==> config.mk <==
export PLATFORM = sky130hd
export DESIGN_NAME = hajf_hash
export DESIGN_NICKNAME = d
export VERILOG_FILES = /design/src/hdl/hajf_pkg.sv /design/src/hdl/hajf_hash.sv
export SDC_FILE = /design/constraint.sdc
export NUM_CORES = 2
export LEC_CHECK = 0
export BUFFER_PORTS_ARGS = -buffer_cell sky130_fd_sc_hd__buf_2
export CAP_MARGIN = 20
export CORE_MARGIN = 10
export CORE_UTILIZATION = 60
export CTS_CLUSTER_DIAMETER = 120
export DETAILED_ROUTE_END_ITERATION = 16
export MAX_ROUTING_LAYER = met4
export PLACE_DENSITY_LB_ADDON = 0.05
export SLEW_MARGIN = 20
export SYNTH_ARGS = -nofsm -noshare
export SYNTH_HDL_FRONTEND = slang
export SYNTH_SLANG_ARGS = --single-unit
==> constraint.sdc <==
create_clock -name clk_i -period 26.7 [get_ports clk_i]
set_input_delay 2.67 -clock clk_i [delete_from_list [all_inputs] [get_ports clk_i]]
set_output_delay 2.67 -clock clk_i [all_outputs]
set_load 0.05 [all_outputs]
==> src/hdl/hajf_pkg.sv <==
// Package for the hash anti-join filter: sizes, codes, payload structs and
// state machine types. No dependencies; every other file of the block imports it.
package hajf_pkg;

  localparam int unsigned SET_CAPACITY  = 1024;  // power of two
  localparam int unsigned MAX_KEY_WORDS = 4;
  localparam int unsigned IN_KEY_WORDS  = 4;
  localparam int unsigned WORD_W        = 64;
  localparam int unsigned HALF_W        = WORD_W / 2;
  localparam int unsigned TAG_W         = 32;
  localparam int unsigned ACT_W         = 2;
  localparam int unsigned KW_W          = 3;
  localparam int unsigned IDX_W         = $clog2(SET_CAPACITY);
  localparam int unsigned CNT_W         = IDX_W + 1;
  localparam int unsigned WIDX_W        = (MAX_KEY_WORDS > 1) ? $clog2(MAX_KEY_WORDS) : 1;
  localparam int unsigned HASH_SHIFT    = 29;

  localparam logic [WORD_W-1:0] HASH_MULT = 64'h9E37_79B9_7F4A_7C15;
  localparam logic [KW_W-1:0]   KW_RESET  = KW_W'(1);

  typedef logic [MAX_KEY_WORDS-1:0][WORD_W-1:0] hajf_key_t;

  typedef enum logic [ACT_W-1:0] {
    ACT_CLEAR  = 2'd0,
    ACT_INSERT = 2'd1,
    ACT_PROBE  = 2'd2,
    ACT_NOP    = 2'd3
  } hajf_action_e;

  typedef struct packed {
    logic [ACT_W-1:0]  action;
    logic [WORD_W-1:0] key_word_0;
    logic [WORD_W-1:0] key_word_1;
    logic [WORD_W-1:0] key_word_2;
    logic [WORD_W-1:0] key_word_3;
    logic [TAG_W-1:0]  row_tag;
  } hajf_in_t;

  typedef struct packed {
    logic [TAG_W-1:0] out_tag;
    logic             overflow;
  } hajf_out_t;

  typedef struct packed {
    logic             key_en;
    logic             vld_en;
    logic             vld;
    logic [IDX_W-1:0] addr;
  } hajf_wr_t;

  typedef enum logic [2:0] {
    ST_CLEAR,
    ST_IDLE,
    ST_HASH,
    ST_READ,
    ST_CHECK,
    ST_EMIT
  } hajf_state_e;

  typedef enum logic [2:0] {
    HP_IDLE,
    HP_LOAD,
    HP_M0,
    HP_M1,
    HP_M2,
    HP_MIX
  } hajf_hphase_e;

endpackage

==> src/hdl/hajf_hash.sv <==
// Iterative multiply-xorshift key hash built around one shared 32x32 multiplier.
// Each key word passes through the load, M0, M1, M2 and mix phases. Depends on hajf_pkg.
module hajf_hash (
  input  logic                       clk_i,
  input  logic                       rst_ni,
  input  logic                       start_i,
  input  hajf_pkg::hajf_key_t        key_i,
  input  logic [hajf_pkg::KW_W-1:0]  nwords_i,
  output logic                       done_o,
  output logic [hajf_pkg::IDX_W-1:0] slot_o
);
  import hajf_pkg::*;

  hajf_hphase_e phase_q, phase_d;
  logic [WIDX_W-1:0] idx_q, idx_d;
  logic [WORD_W-1:0] h_q, h_d;
  logic [WORD_W-1:0] a_q, a_d;
  logic [WORD_W-1:0] acc_q, acc_d;
  logic [WORD_W-1:0] prod_q, prod_d;
  logic              done_q, done_d;
  logic [HALF_W-1:0] mul_a, mul_b;
  logic [WORD_W-1:0] mix;
  logic              last;

  assign last = ({{(KW_W-WIDX_W){1'b0}}, idx_q} == (nwords_i - KW_W'(1)));

  // next phase
  always_comb begin
    phase_d = phase_q;
    unique case (phase_q)
      HP_IDLE: if (start_i) phase_d = HP_LOAD;
      HP_LOAD: phase_d = HP_M0;
      HP_M0:   phase_d = HP_M1;
      HP_M1:   phase_d = HP_M2;
      HP_M2:   phase_d = HP_MIX;
      HP_MIX:  phase_d = last ? HP_IDLE : HP_LOAD;
      default: phase_d = HP_IDLE;
    endcase
  end

  // shared multiplier operands: lo*lo, lo*hi, hi*lo of the low 64-bit product
  always_comb begin
    unique case (phase_q)
      HP_M0: begin
        mul_a = a_q[HALF_W-1:0];
        mul_b = HASH_MULT[HALF_W-1:0];
      end
      HP_M1: begin
        mul_a = a_q[HALF_W-1:0];
        mul_b = HASH_MULT[WORD_W-1:HALF_W];
      end
      HP_M2: begin
        mul_a = a_q[WORD_W-1:HALF_W];
        mul_b = HASH_MULT[HALF_W-1:0];
      end
      default: begin
        mul_a = '0;
        mul_b = '0;
      end
    endcase
  end

  assign mix = {acc_q[WORD_W-1:HALF_W] + prod_q[HALF_W-1:0], acc_q[HALF_W-1:0]};

  always_comb begin
    idx_d  = idx_q;
    h_d    = h_q;
    a_d    = a_q;
    acc_d  = acc_q;
    prod_d = WORD_W'(mul_a) * WORD_W'(mul_b);
    done_d = 1'b0;
    unique case (phase_q)
      HP_IDLE: begin
        if (start_i) begin
          idx_d = '0;
          h_d   = '0;
        end
      end
      HP_LOAD: a_d = h_q ^ key_i[idx_q];
      HP_M0:   ;
      HP_M1:   acc_d = prod_q;
      HP_M2:   acc_d[WORD_W-1:HALF_W] = acc_q[WORD_W-1:HALF_W] + prod_q[HALF_W-1:0];
      HP_MIX: begin
        h_d    = mix ^ (mix >> HASH_SHIFT);
        idx_d  = idx_q + WIDX_W'(1);
        done_d = last;
      end
      default: ;
    endcase
  end

  always_ff @(posedge clk_i or negedge rst_ni) begin
    if (!rst_ni) begin
      phase_q <= HP_IDLE;
      done_q  <= 1'b0;
    end else begin
      phase_q <= phase_d;
      done_q  <= done_d;
    end
  end

  always_ff @(posedge clk_i) begin
    idx_q  <= idx_d;
    h_q    <= h_d;
    a_q    <= a_d;
    acc_q  <= acc_d;
    prod_q <= prod_d;
  end

  assign done_o = done_q;
  assign slot_o = h_q[HALF_W +: IDX_W];  // (h >> 32) mod capacity

endmodule

==> key figures <==
Routing
  • Final routed DRC violation total: 0
  • Routed length on met2: 55,940 um
  • Via/cell ratio: 5.787
  • Final Routed Wirelength: 118,600 um
  • Number of routed nets with antenna violations: 0
  • Pre-Repair DR Iteration Count: 6
  • M1 WL: 48,340 um
  • DRT iter0 DRCs: 2,294
  • Detailed-routed wire length on met3: 9185 um
  • Total via count after detailed routing: 27,100
  • WL/cell: 25.33 um
  • Top metal layer carrying routed signals: met4

CTS
  • Hold buffers post-CTS: 0
  • Clock root buffer: clkbuf_16
  • Maximum buffer depth of the clock tree: 3
  • Buffers inserted during post-CTS setup optimization: 0
  • Skew-Pair Late Insertion Delay: 530 ps
  • Post-cts gate resize count: 0
  • Clock tree from TritonCTS: done
  • Count of H-tree levels built during CTS: 1
  • Clock slew at the register clock pins of the worst setup and hold paths: 70 ps
  • Sinks on Clock Net: 262
  • CTS buffer count: 24

Cells and area
  • Multi-input gate area in the final layout: 0.02748 mm2
  • Sequential standard cell area: 0.007207 mm2
  • Post-layout utilization of the core: 65.71%
  • Filler cells: 5,074
  • Layout overhead on the synthesized area: 8.022%
  • Share of cells above drive strength 1: 11.82%
  • Final cell count without fillers: 4,683
  • Nets: 5,201

Worst setup path
  • Startpoint type of the worst setup path: flip-flop
  • Buffers and inverters on the worst path: 6
  • Critical path data required time: 27,110 ps
  • Reg2Reg Depth: 27
  • Worst EP arrival: 10,810 ps
  • End of the worst register-to-register path: prod_q[58]
  • Startpoint of the worst-slack reg-to-reg timing path: phase_q[1]
  • Endpoint kind of the worst setup timing path: flip-flop
  • Destination of the critical timing path: prod_q[58]
  • Crit-path most repeated cell: fa_1
  • Register-to-Register Setup Slack: 16,290 ps
  • Worst Path Max Fanout: 17
  • Critical path depth: 27
  • Setup Crit Path Kind: flip-flop to flip-flop
  • Top Family by Delay on Critical Path: adder cells
  • Cell with the biggest individual delay on the critical path: nor2_1
  • Delay of the slowest cell on the worst path: 770 ps
  • Beginning of the critical path: phase_q[1]

STA
  • Slew at the pin closest to its max-slew limit: 1108 ps
  • Unrepaired setup endpoints after global routing: no
  • Final setup violating endpoints: 0
  • Tmin final: 10,410 ps
  • Worst slew slack as a fraction of its limit: 26.16%
  • Count of endpoints failing hold in the final timing report: 0
  • Max Clock Skew: 15.57 ps
  • Number of max-slew violations in the final report: 0
  • Final setup TNS: 0 ps
  • Share of the clock period used by the worst path after layout: 38.97%
  • Fin worst setup slack: 16,290 ps
  • Max Fclk: 96.10 MHz

Synth
  • Mean cell area of the mapped netlist: 10.76 um2
  • Async set-reset flop share out of synthesis: 1.527%
  • Number of flops mapped to enable cells by yosys: 194
  • Synthesis-stage register bit count: 262
  • Post-synthesis cell count: 3,580
  • Share of synthesized area occupied by flip-flops and latches: 18.71%
  • Unique masters post-synth: 86
  • Cell area after synthesis: 0.03851 mm2
  • Top_reg_cell synth: edfxtp_1
  • Number of warnings printed during yosys synthesis: 0

Place
  • Final HPWL DP: 104,500 um
  • Number of instances in the placed design: 4,635
  • Gp weighted congestion: 1.038
  • Setup Slack @ Placement: 16,580 ps
  • IO Port Bufs: 272

GRT
  • Total congestion overflow after global routing: 0
  • GRT Resource Usage Total: 33.22%
  • Via count of the first global-routing pass: 28,890
  • Number of antenna violations at the first check in global routing: 5
  • Maximum number of pins on one net before global-route repair: 67
  • First-pass GRT wire length: 180,000 um

Floorplanning
  • Area of the die: 0.07471 mm2
  • Vertical die dimension: 273.3 um
  • Boundary Pins: 273
  • Area of the core: 0.06331 mm2
  • Horiz. Die Dim: 273.3 um
  • Initial Util: 60.83%
  • Count of standard-cell rows: 92

Run status
  • Run status: finished, final reports clean

Job
  • MaxCap Viol Count: 0

Worst hold path
  • Min-Delay Path Depth: 0
  • Hold crit path type: flip-flop to flip-flop
[how the worst min path moves through the flow]
| stage | start | end | slack (ps) |
|---|---|---|---|
| after global placement | prod_q[20] | acc_q[20] | 430 |
| final | prod_q[20] | acc_q[20] | 450 |
| after global routing | prod_q[20] | acc_q[20] | 460 |
| after CTS | prod_q[20] | acc_q[20] | 440 |
| after detailed placement | prod_q[20] | acc_q[20] | 420 |
| after floorplan | prod_q[0] | acc_q[0] | 410 |
[synthesized netlist by cell type (12+ instances only)]
master,count,area (um2)
a211oi_1,15,112.6
a21o_1,58,435.4
a21oi_1,115,575.6
a22oi_1,20,150.1
a31oi_1,18,112.6
and3_1,12,75.07
buf_2,14,70.07
buf_4,16,120.1
clkbuf_1,60,225.2
dfxtp_1,64,1281
edfxtp_1,194,5826
fa_1,662,13250
ha_1,461,5768
inv_1,894,3356
mux4_2,64,1441
nand2_1,150,563.0
nand2b_1,13,81.33
nand3_1,26,130.1
nand4_1,24,150.1
nor2_1,167,626.9
nor3_1,21,105.1
o21a_1,12,90.09
o21ai_0,97,485.5
o21bai_1,20,150.1
xnor2_1,109,954.7
xor2_1,122,1069
[sequential cells by signal, indices dropped and copies added (netlist names)]
name     count
prod_q      64
done_o       1
phase_q      3
idx_q        2
h_q         64
a_q         64
acc_q       64
[stage by stage]
step                      hold slack [ps]  cell area, um2
after floorplan                     412.3           38520
after global placement              425.1           40760
after detailed placement            424.8           40760
after CTS                           441.6           41580
after global routing                461.1           41600
final                               452.5           41600
[final cells by class]
class	instances	area share [%]
diodes	3	0.01805
clock buffers	32	1.693
flip-flops and latches	262	17.32
repair buffers	309	3.934
clock inverters	12	0.2948
well taps	846	2.545
multi-input cells	2319	66.07
inverters	900	8.121
[metal layers]
layer  track usage, %  vias up
li1                 -    11860
met1            44.70    13770
met2            51.61     1247
met3            4.349      222
met4            11.56        0
met5                -        -
[cells in the final DEF (no fill, tap or decap), types with 13 or more instances in the layout]
master	netlist	routed
buf_4	16	36
inv_1	894	893
a22oi_1	20	20
fa_1	662	662
mux4_2	64	64
xnor2_1	109	109
dfxtp_1	64	64
a211oi_1	15	15
edfxtp_1	194	194
buf_2	14	273
nor3_1	21	21
clkbuf_16	0	27
a21oi_1	115	114
o21ai_0	97	97
a21o_1	58	58
a31oi_1	18	18
nand2b_1	13	13
nor2_1	167	166
xor2_1	122	122
nand2_1	150	149
o21bai_1	20	20
ha_1	461	461
nand4_1	24	24
nand3_1	26	26
[cells by family after synthesis]
family                     after synthesis  synth area share, %
adders and majority gates             1123                49.39
buffers and inverters                 1001                9.997
and+or+nand+nor                        466                5.471
AOI/OAI and AO/OA                      425                7.203
DFF                                    262                18.71
xor gates and xnor gates               232                5.312
muxes                                   70                3.899
other                                    1             0.009738
Power is not shown: default switching activity piles up to over one toggle a cycle in this logic, so the estimate is an artifact.
